### src/rtl/core/lscap_pkg.sv
// ----------------------------------------------------------------------------
// lscap_pkg - shared types and constants of the lidar sector / cone unit
// Configuration record, register indexes, the classified sample passed from
// the front end to the back end, and the result record.
// ----------------------------------------------------------------------------
package lscap_pkg;

  // Configuration register indexes
  typedef enum logic [2:0] {
    REG_SCAN_LENGTH    = 3'd0,
    REG_WINDOW_START   = 3'd1,
    REG_WINDOW_END     = 3'd2,
    REG_CENTER_HALF    = 3'd3,
    REG_RANGE_MAX      = 3'd4,
    REG_OBSTACLE_THR   = 3'd5,
    REG_CONE_DETECT    = 3'd6,
    REG_APPROACH       = 3'd7
  } reg_index_t;

  localparam int CFG_DATA_W = 16;

  // Reset values of the configuration registers
  localparam logic [12:0] RST_SCAN_LENGTH  = 13'd450;
  localparam logic [11:0] RST_WINDOW_START = 12'd0;
  localparam logic [11:0] RST_WINDOW_END   = 12'd449;
  localparam logic [11:0] RST_CENTER_HALF  = 12'd12;
  localparam logic [15:0] RST_RANGE_MAX    = 16'd12000;
  localparam logic [15:0] RST_OBSTACLE_THR = 16'd1000;
  localparam logic [15:0] RST_CONE_DETECT  = 16'd2000;

  // Sample filters
  localparam logic [15:0] SECTOR_MIN_VALID = 16'd50;

  // Drive command constants (rate in 1/1024 rad/s)
  localparam logic [15:0]        REACHED_MM   = 16'd300;
  localparam logic signed [10:0] SEARCH_RATE  = 11'sd512;
  localparam logic [10:0]        RATE_LIMIT   = 11'd512;
  localparam logic [10:0]        FAST_TURN    = 11'd154;
  localparam logic [15:0]        CLOSE_MM     = 16'd800;
  localparam logic [7:0]         SPEED_TURN   = 8'd100;
  localparam logic [7:0]         SPEED_CLOSE  = 8'd120;
  localparam logic [7:0]         SPEED_CRUISE = 8'd200;
  localparam logic [7:0]         SPEED_STOP   = 8'd0;
  localparam int                 DEAD_BAND    = 100;

  // Queue between front end and back end
  localparam int QUEUE_DEPTH = 4;
  localparam int QPTR_W      = 2;

  typedef struct packed {
    logic [12:0] scan_length;
    logic [11:0] window_start;
    logic [11:0] window_end;
    logic [11:0] center_half_width;
    logic [15:0] range_max_mm;
    logic [15:0] obstacle_threshold_mm;
    logic [15:0] cone_detect_mm;
    logic        approach_enable;
  } cfg_t;

  typedef enum logic [1:0] {
    SEC_NONE  = 2'd0,
    SEC_LEFT  = 2'd1,
    SEC_FRONT = 2'd2,
    SEC_RIGHT = 2'd3
  } sector_t;

  // One classified sample
  typedef struct packed {
    logic [15:0] range_mm;
    sector_t     sector;
    logic        cone_left;
    logic        cone_right;
    logic        cone_center;
    logic        first;
    logic        last;
  } op_t;

  typedef struct packed {
    logic [15:0]        left_min_mm;
    logic [15:0]        front_min_mm;
    logic [15:0]        right_min_mm;
    logic               obstacle_near;
    logic               drive_valid;
    logic [7:0]         linear_speed_mm_s;
    logic signed [10:0] angular_rate;
    logic               cone_reached;
  } result_t;

endpackage

### src/rtl/core/lscap_queue.sv
// ----------------------------------------------------------------------------
// lscap_queue - short queue of classified samples
// Decouples the front end from the back end so that each side stalls on its
// own while the back end works out a drive command.
// ----------------------------------------------------------------------------
module lscap_queue (
  input  logic            clk,
  input  logic            rst,
  input  logic            wr_en,
  input  lscap_pkg::op_t  wr_data,
  output logic            q_full,
  input  logic            rd_en,
  output lscap_pkg::op_t  rd_data,
  output logic            q_empty
);
  import lscap_pkg::*;

  op_t               mem [QUEUE_DEPTH];
  logic [QPTR_W-1:0] wr_ptr;
  logic [QPTR_W-1:0] rd_ptr;
  logic [QPTR_W:0]   count;

  assign q_full  = (count == (QPTR_W+1)'(QUEUE_DEPTH));
  assign q_empty = (count == '0);
  assign rd_data = mem[rd_ptr];

  // Store entries
  always_ff @(posedge clk) begin
    if (wr_en && !q_full) begin
      mem[wr_ptr] <= wr_data;
    end
  end

  // Advance pointers and occupancy
  always_ff @(posedge clk) begin
    if (rst) begin
      wr_ptr <= '0;
      rd_ptr <= '0;
      count  <= '0;
    end else begin
      if (wr_en && !q_full) begin
        wr_ptr <= wr_ptr + 1'b1;
      end
      if (rd_en && !q_empty) begin
        rd_ptr <= rd_ptr + 1'b1;
      end
      case ({wr_en && !q_full, rd_en && !q_empty})
        2'b10:   count <= count + 1'b1;
        2'b01:   count <= count - 1'b1;
        default: count <= count;
      endcase
    end
  end

endmodule

### src/rtl/core/lscap_front.sv
// ----------------------------------------------------------------------------
// lscap_front - sample intake and classification
// Registers each sample, counts its index in the scan, and tags it with the
// sector and cone windows it belongs to before queueing it.
// ----------------------------------------------------------------------------
module lscap_front #(
  parameter int MAX_SCAN = 4096
) (
  input  logic            clk,
  input  logic            rst,
  input  lscap_pkg::cfg_t cfg,
  input  logic            push,
  output logic            full,
  input  logic [15:0]     range_mm,
  input  logic            last_of_scan,
  input  logic            q_full,
  output logic            q_push,
  output lscap_pkg::op_t  q_data
);
  import lscap_pkg::*;

  localparam int CNT_W = $clog2(MAX_SCAN + 1);
  localparam int IW    = (CNT_W > 13) ? CNT_W : 13;
  localparam logic [12:0] LEN_CAP = 13'((MAX_SCAN > 8191) ? 8191 : MAX_SCAN);
  localparam logic [CNT_W-1:0] CNT_MAX = CNT_W'(MAX_SCAN);
  // len/3 as len*21846 >> 16, exact for len below 8192
  localparam logic [14:0] THIRD_MUL = 15'd21846;

  // Input stage
  logic        st_valid;
  logic [15:0] st_range;
  logic        st_last;

  // Scan position
  logic [CNT_W-1:0] count;

  // Window bounds derived from configuration
  logic [11:0]        third;
  logic signed [15:0] mid;
  logic signed [15:0] center_lo;
  logic signed [15:0] center_hi;

  logic [12:0]        len;
  logic [27:0]        third_prod;
  logic signed [13:0] span;
  logic signed [13:0] half;
  logic signed [13:0] mid_next;
  logic [IW-1:0]      idx_x;
  logic [IW-1:0]      len_x;
  logic [IW-1:0]      third_x;
  logic [IW-1:0]      two_third_x;
  logic signed [15:0] idx_s;
  logic signed [15:0] ws_s;
  logic signed [15:0] we_s;
  logic               in_len;
  logic               cone_ok;

  assign full   = st_valid && q_full;
  assign q_push = st_valid;

  // Precompute thirds and window middle in registers ahead of use
  always_comb begin
    len        = (cfg.scan_length < LEN_CAP) ? cfg.scan_length : LEN_CAP;
    third_prod = 28'(len) * 28'(THIRD_MUL);
    span       = $signed({2'b00, cfg.window_end}) - $signed({2'b00, cfg.window_start});
    half       = (span + $signed(14'(span < 0))) >>> 1;
    mid_next   = $signed({2'b00, cfg.window_start}) + half;
  end

  always_ff @(posedge clk) begin
    third     <= third_prod[27:16];
    mid       <= 16'(mid_next);
    center_lo <= 16'(mid_next) - $signed({4'b0000, cfg.center_half_width});
    center_hi <= 16'(mid_next) + $signed({4'b0000, cfg.center_half_width});
  end

  // Classify the staged sample
  always_comb begin
    idx_x       = IW'(count);
    len_x       = IW'(len);
    third_x     = IW'(third);
    two_third_x = IW'({third, 1'b0});
    idx_s       = $signed({3'b000, idx_x[12:0]});
    ws_s        = $signed({4'b0000, cfg.window_start});
    we_s        = $signed({4'b0000, cfg.window_end});
    in_len      = idx_x < len_x;
    cone_ok     = in_len && cfg.approach_enable && (st_range != '0);

    q_data.range_mm = st_range;
    q_data.first    = (count == '0);
    q_data.last     = st_last;
    if (!in_len || st_range <= SECTOR_MIN_VALID) begin
      q_data.sector = SEC_NONE;
    end else if (idx_x < third_x) begin
      q_data.sector = SEC_LEFT;
    end else if (idx_x < two_third_x) begin
      q_data.sector = SEC_FRONT;
    end else begin
      q_data.sector = SEC_RIGHT;
    end
    q_data.cone_left   = cone_ok && (idx_s >= ws_s) && (idx_s <= mid);
    q_data.cone_right  = cone_ok && (idx_s > mid) && (idx_s <= we_s);
    q_data.cone_center = cone_ok && (idx_s >= center_lo) && (idx_s <= center_hi);
  end

  // Hold the input stage while the queue is full
  always_ff @(posedge clk) begin
    if (push && !full) begin
      st_range <= range_mm;
      st_last  <= last_of_scan;
    end
  end

  always_ff @(posedge clk) begin
    if (rst) begin
      st_valid <= 1'b0;
      count    <= '0;
    end else begin
      if (push && !full) begin
        st_valid <= 1'b1;
      end else if (!q_full) begin
        st_valid <= 1'b0;
      end
      // Advance scan index as the sample enters the queue
      if (st_valid && !q_full) begin
        if (st_last) begin
          count <= '0;
        end else if (count != CNT_MAX) begin
          count <= count + 1'b1;
        end
      end
    end
  end

endmodule

### src/rtl/core/lscap_back.sv
// ----------------------------------------------------------------------------
// lscap_back - running minima and drive command sequencer
// Folds each queued sample into the six minima; on the last sample of a scan
// it forms the report and, in approach mode, the smoothed steering command.
// ----------------------------------------------------------------------------
module lscap_back (
  input  logic               clk,
  input  logic               rst,
  input  lscap_pkg::cfg_t    cfg,
  input  lscap_pkg::op_t     op,
  input  logic               q_empty,
  output logic               q_pop,
  input  logic               res_ready,
  output logic               res_push,
  output lscap_pkg::result_t res
);
  import lscap_pkg::*;

  localparam int NUM_W = 31;
  localparam int REM_W = 30;
  localparam logic signed [NUM_W-1:0] GAIN_DIFF = 31'sd4608;
  localparam logic signed [NUM_W-1:0] GAIN_PREV = 31'sd70000;
  localparam logic [REM_W-1:0] CLAMP_ABS   = 30'd51300000; // 513 * 100000
  // ceil(2^32 / 3125), exact for dividends below 2^21
  localparam logic [20:0] RECIP_3125 = 21'd1374390;
  localparam logic signed [16:0] DB_HI = 17'(DEAD_BAND);
  localparam logic signed [16:0] DB_LO = -17'(DEAD_BAND);

  typedef enum logic [2:0] {
    ST_RUN,
    ST_DECIDE,
    ST_SUM,
    ST_DIV,
    ST_FINISH,
    ST_EMIT
  } state_t;

  state_t state;

  logic [15:0] left_min, front_min, right_min;
  logic [15:0] cone_l_min, cone_r_min, cone_c_min;
  logic signed [10:0] prev_rate;

  logic signed [NUM_W-1:0] prod_d, prod_p;
  logic              num_neg;
  logic              num_clamp;
  logic [REM_W-1:0]  rem;
  logic [9:0]        quo;
  logic [15:0]       closest;

  logic signed [16:0]      diff;
  logic signed [16:0]      diff_db;
  logic signed [NUM_W-1:0] num_sum;
  logic [NUM_W-1:0]        num_abs;
  logic [41:0]             quo_prod;
  logic [10:0]             mag;
  logic signed [10:0]      rate_fin;
  logic [15:0]             closest_now;

  function automatic logic [15:0] fold(input logic hit, input logic first,
                                       input logic [15:0] cur,
                                       input logic [15:0] rmax,
                                       input logic [15:0] v);
    logic [15:0] base;
    base = first ? rmax : cur;
    return (hit && v < base) ? v : base;
  endfunction

  assign q_pop    = (state == ST_RUN) && !q_empty;
  assign res_push = (state == ST_EMIT) && res_ready;

  always_comb begin
    closest_now = (cone_l_min < cone_r_min) ? cone_l_min : cone_r_min;
    diff        = $signed({1'b0, cone_r_min}) - $signed({1'b0, cone_l_min});
    diff_db     = (diff > DB_LO && diff < DB_HI) ? '0 : diff;
    num_sum     = prod_d + prod_p;
    num_abs     = (num_sum < 0) ? NUM_W'(-num_sum) : NUM_W'(num_sum);
    // Unclamped magnitudes stay below 2^26, so rem/32 fits 21 bits
    quo_prod    = 42'(rem[25:5]) * 42'(RECIP_3125);
    mag         = num_clamp ? RATE_LIMIT : {1'b0, quo};
    rate_fin    = num_neg ? -$signed(mag) : $signed(mag);
  end

  always_ff @(posedge clk) begin
    if (rst) begin
      state     <= ST_RUN;
      prev_rate <= '0;
    end else begin
      case (state)
        // Fold one sample into the minima
        ST_RUN: begin
          if (!q_empty) begin
            left_min   <= fold(op.sector == SEC_LEFT, op.first, left_min,
                               cfg.range_max_mm, op.range_mm);
            front_min  <= fold(op.sector == SEC_FRONT, op.first, front_min,
                               cfg.range_max_mm, op.range_mm);
            right_min  <= fold(op.sector == SEC_RIGHT, op.first, right_min,
                               cfg.range_max_mm, op.range_mm);
            cone_l_min <= fold(op.cone_left, op.first, cone_l_min,
                               cfg.range_max_mm, op.range_mm);
            cone_r_min <= fold(op.cone_right, op.first, cone_r_min,
                               cfg.range_max_mm, op.range_mm);
            cone_c_min <= fold(op.cone_center, op.first, cone_c_min,
                               cfg.range_max_mm, op.range_mm);
            if (op.last) begin
              state <= ST_DECIDE;
            end
          end
        end
        // Build the report and pick the drive branch
        ST_DECIDE: begin
          res.left_min_mm       <= left_min;
          res.front_min_mm      <= front_min;
          res.right_min_mm      <= right_min;
          res.obstacle_near     <= (left_min < cfg.obstacle_threshold_mm) ||
                                   (front_min < cfg.obstacle_threshold_mm) ||
                                   (right_min < cfg.obstacle_threshold_mm);
          res.drive_valid       <= cfg.approach_enable;
          res.linear_speed_mm_s <= SPEED_STOP;
          closest               <= closest_now;
          if (!cfg.approach_enable) begin
            res.angular_rate <= '0;
            res.cone_reached <= 1'b0;
            state            <= ST_EMIT;
          end else if (closest_now >= cfg.cone_detect_mm) begin
            res.angular_rate <= SEARCH_RATE;
            res.cone_reached <= 1'b0;
            prev_rate        <= SEARCH_RATE;
            state            <= ST_EMIT;
          end else if (cone_c_min <= REACHED_MM) begin
            res.angular_rate <= '0;
            res.cone_reached <= 1'b1;
            state            <= ST_EMIT;
          end else begin
            res.angular_rate <= '0;
            res.cone_reached <= 1'b0;
            prod_d <= NUM_W'(diff_db) * GAIN_DIFF;
            prod_p <= NUM_W'(prev_rate) * GAIN_PREV;
            state  <= ST_SUM;
          end
        end
        // Combine terms, split sign and magnitude
        ST_SUM: begin
          num_neg   <= num_sum < 0;
          num_clamp <= num_abs[REM_W-1:0] >= CLAMP_ABS;
          rem       <= num_abs[REM_W-1:0];
          state     <= ST_DIV;
        end
        // Divide by 100000: drop the factor 32, multiply by 1/3125
        ST_DIV: begin
          quo   <= quo_prod[41:32];
          state <= ST_FINISH;
        end
        // Apply sign and limit, pick speed
        ST_FINISH: begin
          res.angular_rate <= rate_fin;
          prev_rate        <= rate_fin;
          if (mag >= FAST_TURN) begin
            res.linear_speed_mm_s <= SPEED_TURN;
          end else if (closest < CLOSE_MM) begin
            res.linear_speed_mm_s <= SPEED_CLOSE;
          end else begin
            res.linear_speed_mm_s <= SPEED_CRUISE;
          end
          state <= ST_EMIT;
        end
        // Hand the result to the output register
        ST_EMIT: begin
          if (res_ready) begin
            state <= ST_RUN;
          end
        end
        default: state <= ST_RUN;
      endcase
    end
  end

endmodule

### src/rtl/core/lidar_sector_cone_approach_unit.sv
// ----------------------------------------------------------------------------
// lidar_sector_cone_approach_unit - lidar sector minima and cone approach
// Streams range samples, tracks sector and cone-window minima over a scan and
// reports them with an obstacle flag and an optional drive command.
// ----------------------------------------------------------------------------
// Usage:
//   Input channel: drive range_mm / last_of_scan with push; a beat is taken
//   when push is high and full is low. One result per scan, produced by the
//   beat marked last_of_scan; other beats give no result.
//   Result channel: while empty is low the result ports hold the oldest
//   result; pop with empty low takes it.
//   Configuration: cfg_we writes cfg_data into register cfg_index at once;
//   write only between scans with no result pending.
//   Throughput: one sample per cycle while full is low. A last sample holds
//   the back end in decide and multiply, sum, reciprocal divide by 100000,
//   finish and emit steps when steering, in decide and emit otherwise; the
//   4-entry sample queue and the input register take up to five samples
//   meanwhile, beyond that full rises until the back end resumes.
//   Path: a taken last sample passes the input register, the queue, the run
//   step and the steps above into the output register; it takes longer
//   while earlier samples are queued or the output register is occupied.
//   Stall: a result not popped holds the back end in its emit step; samples
//   then back up into the queue and full is raised.
//   Reset (rst, synchronous): queue and output register empty, scan index 0,
//   turn-rate history 0, registers at their default values.
// ----------------------------------------------------------------------------
module lidar_sector_cone_approach_unit #(
  parameter int MAX_SCAN = 4096
) (
  input  logic        clk,
  input  logic        rst,
  // Sample channel
  input  logic        push,
  output logic        full,
  input  logic [15:0] range_mm,
  input  logic        last_of_scan,
  // Result channel
  output logic        empty,
  input  logic        pop,
  output logic [15:0] left_min_mm,
  output logic [15:0] front_min_mm,
  output logic [15:0] right_min_mm,
  output logic        obstacle_near,
  output logic        drive_valid,
  output logic [7:0]  linear_speed_mm_s,
  output logic signed [10:0] angular_rate,
  output logic        cone_reached,
  // Configuration write port
  input  logic        cfg_we,
  input  logic [2:0]  cfg_index,
  input  logic [lscap_pkg::CFG_DATA_W-1:0] cfg_data
);
  import lscap_pkg::*;

  cfg_t    cfg;
  op_t     f_data;
  op_t     b_data;
  logic    f_push;
  logic    q_full;
  logic    q_empty;
  logic    b_pop;
  logic    res_ready;
  logic    res_push;
  result_t res;
  result_t out_res;
  logic    out_valid;

  // Configuration registers
  always_ff @(posedge clk) begin
    if (rst) begin
      cfg.scan_length           <= RST_SCAN_LENGTH;
      cfg.window_start          <= RST_WINDOW_START;
      cfg.window_end            <= RST_WINDOW_END;
      cfg.center_half_width     <= RST_CENTER_HALF;
      cfg.range_max_mm          <= RST_RANGE_MAX;
      cfg.obstacle_threshold_mm <= RST_OBSTACLE_THR;
      cfg.cone_detect_mm        <= RST_CONE_DETECT;
      cfg.approach_enable       <= 1'b0;
    end else if (cfg_we) begin
      case (reg_index_t'(cfg_index))
        REG_SCAN_LENGTH:  cfg.scan_length           <= cfg_data[12:0];
        REG_WINDOW_START: cfg.window_start          <= cfg_data[11:0];
        REG_WINDOW_END:   cfg.window_end            <= cfg_data[11:0];
        REG_CENTER_HALF:  cfg.center_half_width     <= cfg_data[11:0];
        REG_RANGE_MAX:    cfg.range_max_mm          <= cfg_data;
        REG_OBSTACLE_THR: cfg.obstacle_threshold_mm <= cfg_data;
        REG_CONE_DETECT:  cfg.cone_detect_mm        <= cfg_data;
        REG_APPROACH:     cfg.approach_enable       <= cfg_data[0];
        default:          cfg.approach_enable       <= cfg.approach_enable;
      endcase
    end
  end

  lscap_front #(
    .MAX_SCAN (MAX_SCAN)
  ) u_front (
    .clk          (clk),
    .rst          (rst),
    .cfg          (cfg),
    .push         (push),
    .full         (full),
    .range_mm     (range_mm),
    .last_of_scan (last_of_scan),
    .q_full       (q_full),
    .q_push       (f_push),
    .q_data       (f_data)
  );

  lscap_queue u_queue (
    .clk     (clk),
    .rst     (rst),
    .wr_en   (f_push),
    .wr_data (f_data),
    .q_full  (q_full),
    .rd_en   (b_pop),
    .rd_data (b_data),
    .q_empty (q_empty)
  );

  lscap_back u_back (
    .clk       (clk),
    .rst       (rst),
    .cfg       (cfg),
    .op        (b_data),
    .q_empty   (q_empty),
    .q_pop     (b_pop),
    .res_ready (res_ready),
    .res_push  (res_push),
    .res       (res)
  );

  // Output register: load on a new result, drop on pop
  assign res_ready = !out_valid || pop;

  always_ff @(posedge clk) begin
    if (res_push) begin
      out_res <= res;
    end
  end

  always_ff @(posedge clk) begin
    if (rst) begin
      out_valid <= 1'b0;
    end else if (res_push) begin
      out_valid <= 1'b1;
    end else if (pop) begin
      out_valid <= 1'b0;
    end
  end

  assign empty             = !out_valid;
  assign left_min_mm       = out_res.left_min_mm;
  assign front_min_mm      = out_res.front_min_mm;
  assign right_min_mm      = out_res.right_min_mm;
  assign obstacle_near     = out_res.obstacle_near;
  assign drive_valid       = out_res.drive_valid;
  assign linear_speed_mm_s = out_res.linear_speed_mm_s;
  assign angular_rate      = out_res.angular_rate;
  assign cone_reached      = out_res.cone_reached;

  // Without approach mode the drive fields stay zero
  a_no_drive: assert property (@(posedge clk) disable iff (rst)
    (!empty && !drive_valid) |->
      (linear_speed_mm_s == SPEED_STOP && angular_rate == '0 && !cone_reached))
    else $error("drive fields set outside approach mode");

  // Reaching the cone stops the robot
  a_reached_stop: assert property (@(posedge clk) disable iff (rst)
    (!empty && cone_reached) |->
      (linear_speed_mm_s == SPEED_STOP && angular_rate == '0))
    else $error("cone reached but still moving");

  // Turn rate stays inside its limit
  a_rate_limit: assert property (@(posedge clk) disable iff (rst)
    !empty |-> (angular_rate <= 11'sd512 && angular_rate >= -11'sd512))
    else $error("angular rate beyond limit");

  // Speed takes only the commanded levels
  a_speed_set: assert property (@(posedge clk) disable iff (rst)
    !empty |-> (linear_speed_mm_s == SPEED_STOP || linear_speed_mm_s == SPEED_TURN ||
                linear_speed_mm_s == SPEED_CLOSE || linear_speed_mm_s == SPEED_CRUISE))
    else $error("unexpected speed level");

endmodule

### config.mk
export PLATFORM = sky130hd
export DESIGN_NAME = lidar_sector_cone_approach_unit
export DESIGN_NICKNAME = d
export VERILOG_FILES = /design/src/rtl/core/lscap_pkg.sv /design/src/rtl/core/lscap_queue.sv /design/src/rtl/core/lscap_front.sv /design/src/rtl/core/lscap_back.sv /design/src/rtl/core/lidar_sector_cone_approach_unit.sv
export SDC_FILE = /design/constraint.sdc
export NUM_CORES = 2
export LEC_CHECK = 0
export ABC_AREA = 1
export BUFFER_PORTS_ARGS = -buffer_cell sky130_fd_sc_hd__buf_4
export CORE_ASPECT_RATIO = 0.5
export CORE_MARGIN = 10
export CORE_UTILIZATION = 40
export CTS_CLUSTER_DIAMETER = 100
export DETAILED_ROUTE_END_ITERATION = 16
export GPL_TIMING_DRIVEN = 0
export PLACE_DENSITY = 0.6
export SYNTH_ARGS = -nofsm -noshare
export SYNTH_HDL_FRONTEND = slang
export SYNTH_SLANG_ARGS = --single-unit
### constraint.sdc
create_clock -name clk -period 12.4 [get_ports clk]
set_input_delay 0.62 -clock clk [delete_from_list [all_inputs] [get_ports clk]]
set_output_delay 0.62 -clock clk [all_outputs]
set_load 0.01 [all_outputs]
# ---- Yosys cells after proc, flatten, opt, wreduce, memory -nomap -nowiden
# Memory sizes are Yosys's and may differ from the RTL's. A register that Yosys moved wholly into a read port is not among the register bits.
# Index checks and enable logic that the tools add are counted.
# Widths: inputs -> output; s select.
dict set report classes {
  addsub 14
  mul 4
  div_mod_pow 0
  order_cmp 30
  n_eq_ne 25
  shifts 0
  mux 48
  bitwise_logic 5
  n_reduce_logical 57
}
# cell count
set op_table {}
lappend op_table {{$mux 16} 13}
lappend op_table {{$lt 16x16->1} 10}
lappend op_table {{$mul 21x20->41 const B} 1}
lappend op_table {{$mux 13} 3}
lappend op_table {{$pmux 19 s2} 1}
lappend op_table {{$mux 11} 3}
lappend op_table {{$add 31x31->31} 1}
lappend op_table {{$lt 31x1->1 const B} 1}
lappend op_table {{$ge 30x26->1 const B} 1}
lappend op_table {{$mux 30} 1}
lappend op_table {{$neg 30->30} 1}
lappend op_table {{$mul 13x14->27 const B} 1}
lappend op_table {{$lt 13x13->1} 2}
lappend op_table {{$reduce_and 2->1} 13}
lappend op_table {{$mul 11x14->25 const B} 1}
lappend op_table {{$mux 12} 2}
lappend op_table {{$mul 17x5->22 const B} 1}
lappend op_table {{$pmux 11 s2} 1}
lappend op_table {{$eq 3x3->1 const B} 7}
lappend op_table {{$logic_and 1x1->1} 21}
lappend op_table {{$mux 3} 6}
lappend op_table {{$pmux 3 s6} 1}
lappend op_table {{$gt 17x8->1 const B} 1}
lappend op_table {{$lt 17x8->1 const B} 1}
lappend op_table {{48 further kinds} 89}
dict set report word_totals {
  ff_bits 548
  latchBits 0
  mem_bits_rw 92
  mem_bits_ro 0
  in_bits 41
  output_inout_bits 72
  word_cells 235
  n_memories 1
}
# memory words width read_ports rd_ports_with_merged_regs wr line
set mem_list {}
lappend mem_list {u_queue.mem 4 23 1 1 1 lscap_queue.sv:18} ;# op_t mem [QUEUE_DEPTH];

# ---- Longest topological paths before layout
dict set report depth {
  depth_word 7
  mapped_depth 38
  depth_no_buf 37
}

# ---- Hierarchy
# A second synthesis with hierarchy kept.
dict set report unflattened {
  cells_unflattened 5486
  hier_area_um2 49024.5
}
# module n_inst cells_per_inst area_per_inst_um2 seq_area_each_um2
set by_module_without_submodules {}
lappend by_module_without_submodules {lscap_back 1 3213 28743.8 7937.6}
lappend by_module_without_submodules {lscap_front 1 1367 10396.2 1891.8}
lappend by_module_without_submodules {lidar_sector_cone_approach_unit 1 614 5953.2 4083.9}
lappend by_module_without_submodules {lscap_queue 1 292 3931.3 2942.8}

# ---- Worst setup path before layout
# Ideal clock, no wire load.
dict set report synth_path {
  path_kind {input -> register}
  start {input port rst}
  end {register u_back.cone_c_min[0], enable pin}
  setup_ns 0.670
  arrival_time_ns 7.269
  required_ns 11.730
  slack_ns 4.461
  stages 1
  n_path_buf 0
  cell_sequence {nor3_1}
}
dict set report synth_via {
  elab_chain_len 2
}
# item line
set synth_rtl {}
lappend synth_rtl {{start, declared} lidar_sector_cone_approach_unit.sv:31} ;# input logic rst,
lappend synth_rtl {{$not 1->1 (no line)} n/a}
lappend synth_rtl {{$reduce_and 3->1 (no line)} n/a}
lappend synth_rtl {{end signal, assigned} lscap_back.sv:103} ;# cone_c_min <= fold(op.cone_center, op.first, cone_c_min,
lappend synth_rtl {{end, declared} lscap_back.sv:41} ;# logic [15:0] cone_l_min, cone_r_min, cone_c_min;
# Every way passes these cells.
# A chain may end at the register's enable or synchronous reset.

# ---- Final worst setup path
dict set report layout_path {
  start {register u_back.rem[13]}
  end {register u_back.quo[8], data pin}
}
dict set report layout_via {
  elab_chain_len 1
}
# item line
set layout_rtl {}
lappend layout_rtl {{start, declared} lscap_back.sv:47} ;# logic [REM_W-1:0] rem;
lappend layout_rtl {{start signal, assigned} lscap_back.sv:146} ;# rem <= num_abs[REM_W-1:0];
lappend layout_rtl {{$mul 21x20->41} lscap_back.sv:79} ;# quo_prod = 42'(rem[25:5]) * 42'(RECIP_3125);
lappend layout_rtl {{net u_back.quo_prod[40]} lscap_back.sv:55} ;# logic [41:0] quo_prod;
lappend layout_rtl {{end signal, assigned} lscap_back.sv:151} ;# quo <= quo_prod[41:32];
lappend layout_rtl {{end, declared} lscap_back.sv:48} ;# logic [9:0] quo;
# The timed path passes the listed nets, and every way through them passes these cells.

==> key figures <==
STA
  – Period Utilization, post-route: between 50% and 60%
  – Unrepaired setup endpoints after global routing: no
  – Hold_ws: 0.1112 ns
  – Measured slew at the worst slew-check pin: 1.262 ns
  – Worst Skew: 0.05990 ns
  – Fin Setup TNS: 0 ns
  – Min cycle time layout: 6.768 ns
  – Fin. Hold Viols: 0
  – Slew headroom: 13.69%
  – Achievable clock frequency: between 100 and 150 MHz
  – Slew Viols, Final: 0
  – Setup violations, final: 0

Worst setup path
  – Crit path DAT: 7.14 ns
  – WS Path Type: reg2reg
  – Crit. End Element: flop
  – Worst setup SP type: flop
  – Crit path required time: 12.77 ns
  – Largest fanout on the critical path: 12

CTS
  – Clk_lat worst skew: 0.68 ns
  – Clock Tree Buf Depth: 3
  – Clock Sinks: 623
  – Clk Tree Root Cell: clkbuf_16
  – Worst-path clk slew: about 0.070 ns
  – Setup Buffers After CTS: 0
  – Num CTS Buffers: 61
  – H-tree depth: 2
  – CTS Hold Bufs: 0
  – Resized Gates After CTS: 0
  – CTS tree: done

Detailed routing
  – Post-Route WL: 127.9 mm
  – DRT iter0 DRCs: 2531
  – Vias: about 37000
  – ANT nets after route: 0
  – Drt wl/cell: 18.22 um
  – First-pass iteration count of the detailed router: 6
  – Vias per Instance: 5.214
  – # DRC: 0

Logic synthesis
  – Mapped Area: between 0.04 and 0.05 mm2
  – Synth top area cells: edfxtp_1 27%, ha_1 20%, fa_1 10%
  – Synth warnings: 0
  – Syn Inst Count: 5173
  – Post-synth top area cell: edfxtp_1
  – Avg Inst Size Synth: between 9 and 10 um2
  – Most used DFF post-synth: edfxtp_1
  – Post-synthesis compound-gate area fraction: 11.65%
  – Post-synthesis async set-or-reset flop share: 0%
  – Simple-Gate Fraction of Synth Area: about an eighth
  – Post-synth EDFFs: 432
  – Post-synthesis sequential area ratio: 35.23%
  – Share of the synthesized area in the top cell type: 27.21%
  – Library cells used by synthesis: 67
  – Largest family of logic cells by synthesized area: adder cells
  – Synth Area in Adders: 30.20%
  – Register bit total from synthesis: a little over 600
  – XOR/XNOR share of the synthesized area: 2.456%
  – Proportion of synthesized area in mux cells: 0%

Finish
  – N_diodes: 0
  – Most common cell after layout, fill and taps aside: inv_1
  – Most frequent cells in the layout: 868 x inv_1, 751 x ha_1, 667 x nand2_1, 471 x a21oi_1, 432 x edfxtp_1
  – Layout Cells excl Fill: 7021
  – Share of layout cells above drive strength 1: around 6.4%
  – Synthesis-to-layout area growth: 11.50%
  – # nets final: 6419
  – Design area: 0.05316 mm2

Placement
  – Dpl cells: slightly below 7000
  – Routability congestion estimate: 0.9030
  – Final HPWL DP: 101.7 mm
  – Port Buffers: between 100 and 150
  – DP Area: 0.05096 mm2

GRT
  – Tot GR Track Use: between 10% and 20%
  – First-pass GRT wire length: 202.9 mm
  – Pin count of the biggest net entering global routing: 37
  – Initial antenna violation count: 1
  – Vias in the first global route: roughly 37000
  – Total gr overflow: 0

Die
  – Chip Height: 264.1 um
  – Core Rows: 89
  – Die Area: approximately 0.13 mm2
  – Core Region: 0.1182 mm2
  – I/O pin count: 113
  – Starting density of the core: 40.36%
  – Die width: 508.3 um

Power
  – Peak VDD IR: ~170 uV
  – Leak pwr: 24.81 nW
  – Pwr dens: about 210 mW/mm2

Min path
  – Hold WC Path Type: in2reg

Run
  – Maxcap violations: 0

Run status
  – Run status: completed
[worst max-delay path: stages, from the launching register on]
cell and delay [ns]:
edfxtp_1 0.96, ha_1 0.39, ha_1 0.29, inv_1 0.05, fa_1 0.50, inv_1 0.05, fa_1 0.49, inv_1 0.05
fa_1 0.46, fa_1 0.55, inv_1 0.07, fa_1 0.46, ha_1 0.37, a21oi_1 0.16, o21ai_0 0.12, a21oi_1 0.13
a21boi_0 0.30, o21ai_0 0.21, nand3_1 0.11, nand3_1 0.13, a21oi_1 0.33, o21ai_0 0.16, xor2_1 0.19
[worst paths after layout]
check / start / end / slack, ns / cells after the start
worst max-delay path: u_back.rem[13] / u_back.quo[8] / 5.63 / 22
worst min-delay path: range_mm[11] / u_front.st_range[11] / 0.11 / 1
worst max register to register: u_back.rem[13] / u_back.quo[8] / 5.63 / 22
worst min register to register: u_back.res[9] / angular_rate[8] / 0.41 / 0
[Yosys cell counts, drive strengths merged (23+ instances only)]
cell and n:
xor2 94, o21ai 378, o211ai 30, edfxtp 432
dfxtp 191, nor3 50, nor4 23, clkbuf 60
ha 751, nand4 63, xnor2 38, inv 872
nor2 427, nand2 685, nand3 154, fa 250
a21oi 475, buf 26
[layout make-up]
| cell class | instances | area, um2 |
|---|---|---|
| Fill cell | 11310 | 64980 |
| Buffer | 86 | 379.1 |
| Inverter | 872 | 3273 |
| Multi-Input combinational cell | 3595 | 27360 |
| Tap cell | 1592 | 1992 |
| Sequential cell | 623 | 16800 |
| Clock inverter | 37 | 560.5 |
| Clock buffer | 78 | 1640 |
| Timing Repair Buffer | 138 | 1162 |
[stage by stage]
| stage | total power, W | setup slack, ns | utilization (%) |
|---|---|---|---|
| floorplan | 0.007463 | 4.461 | - |
| global placement | 0.008993 | 0.05600 | 42.74 |
| detailed placement | 0.009195 | 5.672 | 43.13 |
| CTS | 0.01129 | 5.648 | 44.99 |
| global route | 0.01228 | 5.225 | 45.00 |
| finish | 0.01128 | 5.632 | 45.00 |
[cell families after synthesis]
logic type | Yosys count
DFF | 623
xor gates and xnor gates | 132
AOI/OAI and AO/OA | 1020
adders and majority gates | 1001
buffers and inverters | 958
and+or+nand+nor | 1438
other | 1
[power by group]
group / total [W] / internal (W) / switching (W)
clock network: 0.00204 / 0.00118 / 0.000866
logic: 0.00607 / 0.00217 / 0.00391
registers: 0.00316 / 0.00293 / 0.000238
[sequential cells by signal, summed over array words and instances (netlist names), 14 cells and up, named ones only]
signal and count:
u_front.center_lo 14, u_back.cone_r_min 16, u_back.prod_d 22, u_front.mid 14
front_min_mm 16, u_back.prod_p 25, u_queue.mem 92, u_front.st_range 16
u_back.left_min 16, u_front.center_hi 15, right_min_mm 16, u_back.right_min 16
u_back.cone_c_min 16, u_back.rem 21, left_min_mm 16, u_back.front_min 16
u_back.cone_l_min 16, cfg 98, u_back.res 68
[metal layers]
layer / part of all wire [%] / up-vias / global-route usage (%)
met5: 0.010 / - / 0
met4: 2.6 / 2 / 4.952
met3: 5.2 / 196 / 2.306
met2: 47 / 925 / 31.67
met1: 45 / 17580 / 25.14
li1: - / 17900 / -
Note: power is estimated with default switching activity, not from simulation.
